### config.mk
export PLATFORM = sky130hd
export DESIGN_NAME = rti_queue
export DESIGN_NICKNAME = d
export VERILOG_FILES = /design/src/sv/rti_pkg.sv /design/src/sv/rti_queue.sv
export SDC_FILE = /design/constraint.sdc
export NUM_CORES = 1
export LEC_CHECK = 0
export ABC_AREA = 1
export ABC_CLOCK_PERIOD_IN_PS = 3300
export BUFFER_PORTS_ARGS = -buffer_cell sky130_fd_sc_hd__buf_4
export CORE_UTILIZATION = 50
export DETAILED_ROUTE_END_ITERATION = 12
export PLACE_DENSITY = 0.76
export SLEW_MARGIN = 20
export SYNTH_ARGS = -nofsm -noshare
export SYNTH_HDL_FRONTEND = slang
export SYNTH_SLANG_ARGS = --single-unit
### constraint.sdc
create_clock -name clk -period 3.3 [get_ports clk]
set_input_delay 0.495 -clock clk [delete_from_list [all_inputs] [get_ports clk]]
set_output_delay 0.495 -clock clk [all_outputs]
set_load 0.01 [all_outputs]
### src/sv/rti_pkg.sv
// Shared constants, reason codes and the tag type of the ray/triangle intersection block.
package rti_pkg;

  localparam int COORD_BITS_DEF  = 20;
  localparam int FRAC_BITS_DEF   = 10;
  localparam int QUEUE_DEPTH_DEF = 8;
  localparam int BARY_SHIFT      = 16;
  localparam int BARY_BITS       = 17;
  localparam int EPS_BITS        = 32;
  localparam int REASON_BITS     = 3;

  localparam logic [EPS_BITS-1:0] EPS_RESET = 32'd1;

  localparam logic [REASON_BITS-1:0] RSN_HIT      = 3'd0;
  localparam logic [REASON_BITS-1:0] RSN_PARALLEL = 3'd1;
  localparam logic [REASON_BITS-1:0] RSN_U_OUT    = 3'd2;
  localparam logic [REASON_BITS-1:0] RSN_V_OUT    = 3'd3;
  localparam logic [REASON_BITS-1:0] RSN_T_OUT    = 3'd4;

  typedef struct packed {
    logic [REASON_BITS-1:0] reason;
    logic                   t_neg;
  } rti_tag_t;

endpackage

### src/sv/rti_queue.sv
// Short word queue between the front and back pipelines; drains one word per cycle.
module rti_queue #(
  parameter int WIDTH = 8,
  parameter int DEPTH = rti_pkg::QUEUE_DEPTH_DEF
) (
  input  logic             clk,
  input  logic             rst_n,
  input  logic             push,
  input  logic [WIDTH-1:0] push_data,
  output logic             pop_valid,
  output logic [WIDTH-1:0] pop_data
);

  localparam int AW = (DEPTH > 1) ? $clog2(DEPTH) : 1;
  localparam int NW = $clog2(DEPTH + 1);

  logic [WIDTH-1:0] mem_r [DEPTH];
  logic [AW-1:0]    wr_r, rd_r, wr_nxt, rd_nxt;
  logic [NW-1:0]    cnt_r, cnt_nxt;

  assign pop_valid = (cnt_r != '0);
  assign pop_data  = mem_r[rd_r];

  always_comb begin
    wr_nxt  = (wr_r == AW'(DEPTH - 1)) ? '0 : wr_r + AW'(1);
    rd_nxt  = (rd_r == AW'(DEPTH - 1)) ? '0 : rd_r + AW'(1);
    cnt_nxt = cnt_r + NW'(push) - NW'(pop_valid);
  end

  always_ff @(posedge clk) begin
    if (!rst_n) begin
      wr_r  <= '0;
      rd_r  <= '0;
      cnt_r <= '0;
    end else begin
      if (push) begin
        wr_r <= wr_nxt;
      end
      if (pop_valid) begin
        rd_r <= rd_nxt;
      end
      cnt_r <= cnt_nxt;
    end
    if (push) begin
      mem_r[wr_r] <= push_data;
    end
  end

endmodule

After elaboration in Yosys (flattened, before gate mapping)
Memories as Yosys holds them, arrays and structs flattened. A register that Yosys moved wholly into a read port is not among the register bits.
Index checks and enable logic that the tools add are counted.
{"block": "word_totals", "mem_bits_rw": 64, "elab_cells": 17, "n_memories": 1, "register_bits": 10, "input_bits": 11, "out_inout_bits": 9}
{"block": "classes", "reduce_logical": 1, "n_addsub": 4, "n_mux": 6, "eq_ne": 2}
{"memory": "mem_r", "words": 8, "word_bits": 8, "rd": 1, "rd_ports_with_merged_regs": 1, "wr": 1, "line": "rti_queue.sv:17", "text": "logic [WIDTH-1:0] mem_r [DEPTH];"}
{"operator": "$mux 3", "count": 4}
{"operator": "$add 3x1->3 const B", "count": 2}
{"operator": "$eq 3x3->1 const B", "count": 2}
{"operator": "$add 4x1->4", "count": 1}
{"operator": "$reduce_bool 4->1", "count": 1}
{"operator": "$sub 4x1->4", "count": 1}
{"operator": "$mux 1", "count": 2}

Longest topological paths before layout
Gate-level depths: netlist of the first run.
{"block": "depth", "depth_word": 4, "ltp_mapped": 11}

Worst setup path before layout of the first run
OpenSTA, ideal clock, no wires.
{"block": "synth_timing", "path_kind": "register -> register", "startpoint": "register cnt_r[2]", "endpoint": "register cnt_r[2]", "stages_incl_launch_ff": 10, "slack_ns": 1.405, "required_time_ns": 3.185, "path_buffers": 0, "period_less_slack_ns": 1.895, "arrival_time_ns": 1.780, "setup_ns": 0.115, "path_cell_list": "dfxtp_1 inv_1 ha_1 nand3_1 ha_1 inv_1 ha_1 fa_1 xnor2_1 nor2_1"}
{"block": "synth_between", "elab_chain_cells": 2, "elab_cells_between_ends": 3, "cone_classes": "2 x add/sub; 1 x reduce/logical"}
{"element": "start: declaration", "line": "rti_queue.sv:19", "text": "logic [NW-1:0] cnt_r, cnt_nxt;"}
{"element": "start signal: assignment", "line": "rti_queue.sv:42", "text": "cnt_r <= cnt_nxt;"}
{"element": "$reduce_bool 4->1", "line": "rti_queue.sv:21", "text": "assign pop_valid = (cnt_r != '0);"}
{"element": "named net pop_valid", "line": "rti_queue.sv:10", "text": "output logic pop_valid,"}
{"element": "$sub 4x1->4", "line": "rti_queue.sv:27", "text": "cnt_nxt = cnt_r + NW'(push) - NW'(pop_valid);"}
The timed path passes the listed nets, and every way through them passes these cells.
A chain may end at the register's enable or synchronous reset.

==> flow_summary.toml, run 1 <==
[drt]
ant_nets = 0
drcViolationCount = 0
wl_met3_um = 405
firstDrtPassIters = 4
routed.top_layer = "met4"
routedLengthMet1_um = 2490
num_vias = 2235
drt_wl_total_um = 6070
vias_per_cell = 4.61
routedWlPerCell_um = 12.5
drt_iter0_drc = 164
route.met2.wl_um = 3130

[die]
die_h_um = 85.8
ios = 20
initial_core_util = 0.516
core-area_mm2 = 0.00679
num_rows = 30
die-area_mm2 = 0.00736
die_w_um = 85.8

[grt]
grt_pass1_wl_um = 10000
grt_usage = 0.186
antenna_found_initial = 0
grt_start_max_net_pins = 33
grt_overflow = 0
grt_pass1_vias = 2200

[sta]
finClkSkew_ns = 0.00407
hold_viol_final = 0
rsz0062_at_grt = "no"
period_needed_ns = 2.45
setup_tns_ns = 0
tightest_slew_ns = 0.963
slew_headroom = 0.355
fin_crit_sh = 0.743
setup_viol = 0
slew_violations = 0
fmax_mhz = 408

[job]
cap_violations = 0

[cts]
clock_sink_count = 77
clockBufferDepth = 2
clkSlewWorstSetupHoldPaths_ns = 0.07
root_buffer = "clkbuf_8"
cts_hold_buffers = 0
tritoncts = "done"
cts_setup_buffers = 0
clock_latency_ns = 0.34
cts_resized = 0
ctsHtreeMaxLevel = 3
cts_buffers = 9

[synthesis]
syn-cell-area_mm2 = 0.00351
avgSynthCellArea_um2 = 9.64
synthDistinctLibCells = 19
synth_top_area_frac = 0.548
syn_nets = 385
yosys_register_bits = 77
seq_area_frac_synth = 0.622
synth_area_leaders = "edfxtp_1 (55%), nand2_1 (12%), inv_1 (8.8%)"
yosys_warnings = 0
synth_cells = 364
synth_top_cell_by_area = "edfxtp_1"

[setup_path]
cpPeakStageDelay_ns = 0.74
critPathArrivalTime_ns = 1.96
slowest_stage = "dfxtp_1"
critPathLaunchType = "flip-flop"
cp.required_ns = 2.80
path_class = "reg2out"
critPathMaxFanout = 32
cpMostUsedCell = "nand2_1"
end_kind = "primary output"
worstPathCellList = "inv_4 > nand2_1 > nand3_1 > nand2_1 > nand2_1 > nand2_1 > buf_4"

[hold_path]
holdCritPathClass = "in2reg"

[power_and_ir_drop]
p_seq_frac = 0.427
p_sw_w = 0.000950
power_frac_comb = 0.339
internal_power_w = 0.00185
ir_drop_mv = 0.504
swShare = 0.340
p_per_area_mw_per_mm2 = 725
p_clk_frac = 0.234
leakage_nw = 1.80

[cells_and_area]
diodes = 0
fin_nets = 405
fin_area_mm2 = 0.00386
utilization = 0.568
drive_gt1_frac = 0.121
synthToLayoutAreaGrowth_pct = 10.0

[place]
routabilityCongestion = 0.836
port_buffers = 19
placed_cell_area_mm2 = 0.00368
post-dp-hpwl_um = 3820

[status]
outcome = "finished, final reports clean"
per-layer routing:
| metal | track usage | vias up |
|---|---|---|
| li1 | - | 1159 |
| met1 | 0.218 | 999 |
| met2 | 0.324 | 73 |
| met3 | 0.0510 | 4 |
| met4 | 0.0788 | 0 |
| met5 | 0 | - |
kinds of logic (layout without fill, tap and decap cells):
family	Yosys count	after routing	synth area share
adder cells (fa/ha/maj)	10	10	0.0378
buffers and inverters	96	121	0.122
XOR/XNOR	1	1	0.00250
AO/OA/AOI/OAI	9	9	0.0128
AND/OR/NAND/NOR	171	171	0.203
flip-flops	77	77	0.622
final timing paths:
kind / start / to / slack (ns) / cells past startpoint
worst max-delay path: flip-flop / pop_data[4] / 0.85 / 7
worst min-delay path: push_data[5] / mem_r[7][5] / 0.38 / 1
worst max register to register: cnt_r[2] / cnt_r[2] / 1.33 / 9
worst min register to register: wr_r[0] / wr_r[0] / 0.49 / 2
critical path, delay by kind of cell (launching register included):
family | cells | cell delay, ns
AND/OR/NAND/NOR | 5 | 0.45
flip-flops | 1 | 0.74
buffers and inverters | 2 | 0.41
metrics by stage:
stage                     setup WS, ns  cells  hold slack (ns)  power, W
after floorplan                   1.40    364            0.463   0.00195
after global placement            1.28    469            0.479   0.00213
after detailed placement          1.22    469            0.481   0.00217
after CTS                        0.837    485            0.368   0.00282
after global routing             0.640    485            0.370   0.00300
final                            0.847    485            0.384   0.00280
sequential cells by signal, indices dropped and copies added, names as in the netlist, named ones only:
name	flops
cnt_r	4
mem_r	64
rd_r	3
wr_r	3
cells in the mapped netlist, drive strengths merged:
| cell | n |
|---|---|
| buf | 12 |
| dfxtp | 13 |
| nor2 | 17 |
| edfxtp | 64 |
| xnor2 | 1 |
| or2 | 1 |
| fa | 1 |
| nand3 | 35 |
| nand2 | 118 |
| ha | 9 |
| o21ai | 4 |
| a21oi | 5 |
| inv | 84 |
cell usage in the layout (no fill, tap or decap), drive strengths merged:
cell type,Yosys,routed
nand2,118,118
inv,84,84
edfxtp,64,64
nand3,35,35
buf,12,21
nor2,17,17
dfxtp,13,13
clkbuf,0,11
ha,9,9
a21oi,5,5
o21ai,4,4
clkinv,0,3
xnor2,1,1
or2,1,1
fa,1,1
clkinvlp,0,1
bufinv,0,1
cell type report:
| class | instances | area (um2) |
|---|---|---|
| Fill cell | 588 | 2930 |
| Multi-Input combinational cell | 191 | 900 |
| Tap cell | 96 | 120 |
| Inverter | 84 | 318 |
| Timing Repair Buffer | 21 | 158 |
| Clock inverter | 5 | 51.3 |
| Clock buffer | 11 | 131 |
| Sequential cell | 77 | 2180 |
power groups by stage:
stage | logic, W | registers, W | clock network [W]
after floorplan | 0.000782 | 0.00117 | 0
after global placement | 0.000919 | 0.00121 | 0
after detailed placement | 0.000954 | 0.00122 | 0
after CTS | 0.000956 | 0.00120 | 0.000669
after global routing | 0.00108 | 0.00121 | 0.000711
final | 0.000949 | 0.00120 | 0.000654
Note: power is estimated with default switching activity, not from simulation.
==> inputs of run 2 (changes only) <==
--- a/config.mk
+++ b/config.mk
@@ -6,11 +6,11 @@
 export NUM_CORES = 1
 export LEC_CHECK = 0
 export ABC_AREA = 1
-export ABC_CLOCK_PERIOD_IN_PS = 3300
+export ABC_CLOCK_PERIOD_IN_PS = 2250
 export BUFFER_PORTS_ARGS = -buffer_cell sky130_fd_sc_hd__buf_4
 export CORE_UTILIZATION = 50
 export DETAILED_ROUTE_END_ITERATION = 12
-export PLACE_DENSITY = 0.76
+export PLACE_DENSITY = 0.79
 export SLEW_MARGIN = 20
 export SYNTH_ARGS = -nofsm -noshare
 export SYNTH_HDL_FRONTEND = slang
==> constraint.sdc (replaced) <==
create_clock -name clk -period 2.25 [get_ports clk]
set_input_delay 0.3375 -clock clk [delete_from_list [all_inputs] [get_ports clk]]
set_output_delay 0.3375 -clock clk [all_outputs]
set_load 0.01 [all_outputs]
==> flow_summary.toml, run 2 (same netlist as run 1, synthesis figures left out) <==
[setup_path]
reg2reg_slack_ns = 0.31
cpPeakStageDelay_ns = 0.38
critPathLaunchType = "flip-flop"
slowest_stage = "fa_1"
cp_num_cells = 9
timing.rr.end = "cnt_r[2]"
cp.required_ns = 2.49
cpMostUsedCell = "ha_1"
worstPathCellList = "inv_1 > ha_1 > nand3_1 > ha_1 > inv_1 > ha_1 > fa_1 > xnor2_1 > nor2_1"
end_kind = "flip-flop"
critPathArrivalTime_ns = 2.18
r2r_start = "cnt_r[2]"
critPathMaxFanout = 6
crit_buf_inv = 2
reg2regPathDepth = 9
path_class = "reg2reg"
path_delay_family = "adder cells"

[drt]
drcViolationCount = 0
drt_wl_total_um = 6300
num_vias = 2306
routed.top_layer = "met4"
routedLengthMet1_um = 2620
routedWlPerCell_um = 12.7
drt_iter0_drc = 110
wl_met3_um = 412
vias_per_cell = 4.64
ant_nets = 0
route.met2.wl_um = 3160
firstDrtPassIters = 4

[hold_path]
hold_path_end = "mem_r[5][1]"
hold_depth = 1
holdCritPathClass = "in2reg"
min_from = "push_data[1]"

[cts]
clock_latency_ns = 0.34
cts_setup_buffers = 0
cts_buffers = 9
root_buffer = "clkbuf_8"
tritoncts = "done"
clkSlewWorstSetupHoldPaths_ns = 0.08
cts_hold_buffers = 0
clock_sink_count = 77
clockBufferDepth = 2
cts_resized = 0
ctsHtreeMaxLevel = 3

[cells_and_area]
diodes = 0
fin_nets = 417
reg_top3 = "mem_r: 64 flops, cnt_r: 4 flops"
largest_register_ffs = 64
top_register = "mem_r"
drive_gt1_frac = 0.150
regArea_mm2 = 0.00218
fillCellCount = 576
final_cell_mix = "nand2_1 (108), inv_1 (82), edfxtp_1 (64), nand3_1 (35), buf_4 (33)"
multiInputGateArea_um2 = 900
mostFrequentLayoutCell = "nand2_1"
synthToLayoutAreaGrowth_pct = 12.8

[sta]
finalWorstSetupSlack_ns = 0.308
fmax_mhz = 515
hold_viol_final = 0
finClkSkew_ns = 0.00409
setup_tns_ns = 0
period_needed_ns = 1.94
slew_headroom = 0.741
setup_viol = 0
fin_crit_sh = 0.863
rsz0062_at_grt = "no"
tightest_slew_ns = 0.389
slew_violations = 0

[power_and_ir_drop]
swShare = 0.340
p_seq_frac = 0.410
leakage_nw = 1.88
p_per_area_mw_per_mm2 = 1060
power_frac_comb = 0.349
p_clk_frac = 0.242
ir_drop_mv = 0.749
internal_power_w = 0.00278
p_sw_w = 0.00143

[grt]
grt_pass1_vias = 2233
grt_start_max_net_pins = 33
grt_pass1_wl_um = 10400
antenna_found_initial = 0
grt_overflow = 0
grt_usage = 0.195

[job]
cap_violations = 0

[die]
die-area_mm2 = 0.00736
die_w_um = 85.8
ios = 20
die_h_um = 85.8
num_rows = 30
initial_core_util = 0.516
core-area_mm2 = 0.00679

[place]
preCtsSetupSlack_ns = 0.303
routabilityCongestion = 0.775
post-dp-hpwl_um = 4050
port_buffers = 19

[status]
outcome = "finished, final reports clean"
[run 2: changes by cell type in the layout (fill, tap and decap cells not counted)]
cell / change
buf_4: +12
clkbuf_8: +1
clkinv_1: -1
clkinvlp_4: -1
inv_4: +1
[run 2: worst max-delay path by stage]
| stage | startpoint | endpoint | slack, ns |
|---|---|---|---|
| finish | cnt_r[2] | cnt_r[2] | 0.31 |
| global route | cnt_r[2] | cnt_r[2] | 0.07 |
| CTS | flip-flop | pop_data[6] | 0.27 |
| detailed placement | cnt_r[2] | cnt_r[2] | 0.30 |
| global placement | cnt_r[2] | cnt_r[2] | 0.38 |
| floorplan | cnt_r[2] | cnt_r[2] | 0.35 |
[run 2: power groups by stage]
stage          Combinational (W)  Sequential, W  Clock [W]
2_1_floorplan            0.00115        0.00172          0
3_3_place_gp             0.00142        0.00175          0
3_5_place_dp             0.00147        0.00176          0
4_1_cts                  0.00149        0.00173    0.00104
5_1_grt                  0.00171        0.00174    0.00109
6_report                 0.00147        0.00173    0.00102
[run 2: final cells by class]
class,instances,area share
clock buffers,12,0.0367
clock inverters,4,0.0117
inverters,84,0.0803
multi-input cells,191,0.227
flip-flops and latches,77,0.551
well taps,96,0.0303
repair buffers,33,0.0626
[run 2: routing by layer]
metal | track usage | vias to the layer above
met5 | 0 | -
met4 | 0.112 | 0
met3 | 0.0491 | 8
met2 | 0.321 | 60
met1 | 0.234 | 1055
li1 | - | 1183
[run 2: per-stage QoR]
| stage | utilization | hold WS, ns | std cells | total power [W] | instance area (um2) |
|---|---|---|---|---|---|
| 2_1_floorplan | - | 0.436 | 364 | 0.00286 | 3510 |
| 3_5_place_dp | 0.555 | 0.498 | 481 | 0.00323 | 3770 |
| 5_1_grt | 0.583 | 0.214 | 497 | 0.00454 | 3960 |
| 6_report | 0.583 | 0.223 | 497 | 0.00421 | 3960 |
| 3_3_place_gp | 0.555 | 0.475 | 481 | 0.00317 | 3770 |
| 4_1_cts | 0.583 | 0.210 | 497 | 0.00425 | 3960 |
==> inputs of run 3 (changes only) <==
==> constraint.sdc (replaced) <==
create_clock -name clk -period 2.25 [get_ports clk]
set_input_delay 0.3375 -clock clk [delete_from_list [all_inputs] [get_ports clk]]
set_output_delay 0.3375 -clock clk [all_outputs]
set_load 0.1 [all_outputs]
==> flow_summary.toml, run 3 (same netlist as run 1, synthesis figures left out) <==
[power_and_ir_drop]
leakage_nw = 1.91
internal_power_w = 0.00310
p_clk_frac = 0.248
p_sw_w = 0.00227
p_per_area_mw_per_mm2 = 1330
ir_drop_mv = 0.850
p_seq_frac = 0.320
swShare = 0.423
power_frac_comb = 0.431

[setup_path]
path_class = "reg2out"
critPathArrivalTime_ns = 1.72
cp.required_ns = 1.91
critPathLaunchType = "flip-flop"
end_kind = "primary output"
critPathMaxFanout = 23
cpMostUsedCell = "nand2_1"
cpPeakStageDelay_ns = 0.44
path_delay_family = "buffers and inverters"
crit_buf_inv = 2
slowest_stage = "dfxtp_1"
worstPathCellList = "buf_4 > nand2_1 > nand3_1 > nand2_1 > nand2_1 > nand2_1 > buf_4"

[die]
initial_core_util = 0.516
core-area_mm2 = 0.00679
die_h_um = 85.8
die-area_mm2 = 0.00736
die_w_um = 85.8
num_rows = 30
ios = 20

[cells_and_area]
final_cell_mix = "nand2_1 (108), inv_1 (82), edfxtp_1 (64), nand3_1 (34), buf_4 (32)"
final_cells = 496
fillCellCount = 564
drive_gt1_frac = 0.153
fin_nets = 416
reg_top3 = "mem_r: 64 flops, cnt_r: 4 flops"
diodes = 0
mostFrequentLayoutCell = "nand2_1"
largest_register_ffs = 64
top_register = "mem_r"
synthToLayoutAreaGrowth_pct = 15.0

[cts]
ctsHtreeMaxLevel = 3
cts_hold_buffers = 0
cts_buffers = 9
clkSlewWorstSetupHoldPaths_ns = 0.08
tritoncts = "done"
cts_setup_buffers = 0
clock_latency_ns = 0.35
clockBufferDepth = 2
clock_sink_count = 77
cts_resized = 0
root_buffer = "clkbuf_8"

[place]
dp_cells = 480
routabilityCongestion = 0.757
post-dp-hpwl_um = 4220
port_buffers = 19

[grt]
grt_usage = 0.198
grt_pass1_vias = 2284
grt_start_max_net_pins = 33
antenna_found_initial = 0
grt_pass1_wl_um = 10600
grt_overflow = 0

[sta]
slew_violations = 0
setup_tns_ns = 0
hold_viol_final = 0
period_needed_ns = 2.06
setup_viol = 0
slew_headroom = 0.744
fin_crit_sh = 0.914
fmax_mhz = 486
tightest_slew_ns = 0.383
rsz0062_at_grt = "no"
finClkSkew_ns = 0.00592

[status]
outcome = "finished, final reports clean"

[drt]
firstDrtPassIters = 4
drt_iter0_drc = 154
num_vias = 2334
vias_per_cell = 4.71
ant_nets = 0
drcViolationCount = 0
routedWlPerCell_um = 13.0
drt_wl_total_um = 6430

[hold_path]
holdCritPathClass = "in2reg"

[job]
cap_violations = 0
run 3: power groups by stage:
stage | Combinational [W] | Sequential (W) | Clock, W
global placement | 0.00227 | 0.00175 | 0
finish | 0.00232 | 0.00172 | 0.00133
global route | 0.00252 | 0.00173 | 0.00143
detailed placement | 0.00233 | 0.00175 | 0
CTS | 0.00234 | 0.00172 | 0.00135
floorplan | 0.00198 | 0.00172 | 0
run 3: path summary, 6_finish.rpt:
check | endpoint | from | depth (start not counted) | slack [ns]
worst min-delay path | mem_r[6][6] | push_data[6] | 1 | 0.22
worst max register to register | cnt_r[2] | cnt_r[2] | 9 | 0.35
worst min register to register | wr_r[0] | wr_r[0] | 2 | 0.51
worst max-delay path | pop_data[7] | flip-flop | 7 | 0.19
run 3: worst reg2reg max path: stages (launching register included):
cell	delay, ns
dfxtp_1	0.31
inv_1	0.07
ha_1	0.19
nand3_4	0.11
ha_1	0.29
inv_1	0.04
ha_1	0.19
fa_1	0.38
xnor2_1	0.17
nor2_1	0.05
run 3: per-stage QoR:
stage / total power (W) / hold slack [ns] / area [um2] / utilization / setup slack (ns)
after floorplan: 0.00370 / 0.436 / 3520 / - / 0.116
after global placement: 0.00402 / 0.475 / 3770 / 0.555 / 0.411
after detailed placement: 0.00408 / 0.496 / 3770 / 0.555 / 0.348
after CTS: 0.00540 / 0.208 / 4030 / 0.594 / 0.168
after global routing: 0.00568 / 0.202 / 4030 / 0.594 / 0.0820
final: 0.00537 / 0.220 / 4030 / 0.594 / 0.194
run 3: per-layer routing:
metal | vias to the layer above | track usage | wire length (um) | part of all wire
li1 | 1180 | - | - | -
met3 | 9 | 0.0452 | 325 | 0.051
met1 | 1088 | 0.228 | 2590 | 0.40
met5 | - | 0 | 0 | 0
met2 | 57 | 0.347 | 3400 | 0.53
met4 | 0 | 0.0985 | 113 | 0.018
run 3: final cells by class:
| cell class | count | area [um2] | share of cell area |
|---|---|---|---|
| sequential | 77 | 2180 | 0.541 |
| multi-input combinational | 191 | 912 | 0.226 |
| inverter | 84 | 318 | 0.0788 |
| timing repair buffer | 32 | 240 | 0.0596 |
| clock inverter | 7 | 138 | 0.0341 |
| clock buffer | 9 | 124 | 0.0307 |
| tap | 96 | 120 | 0.0298 |
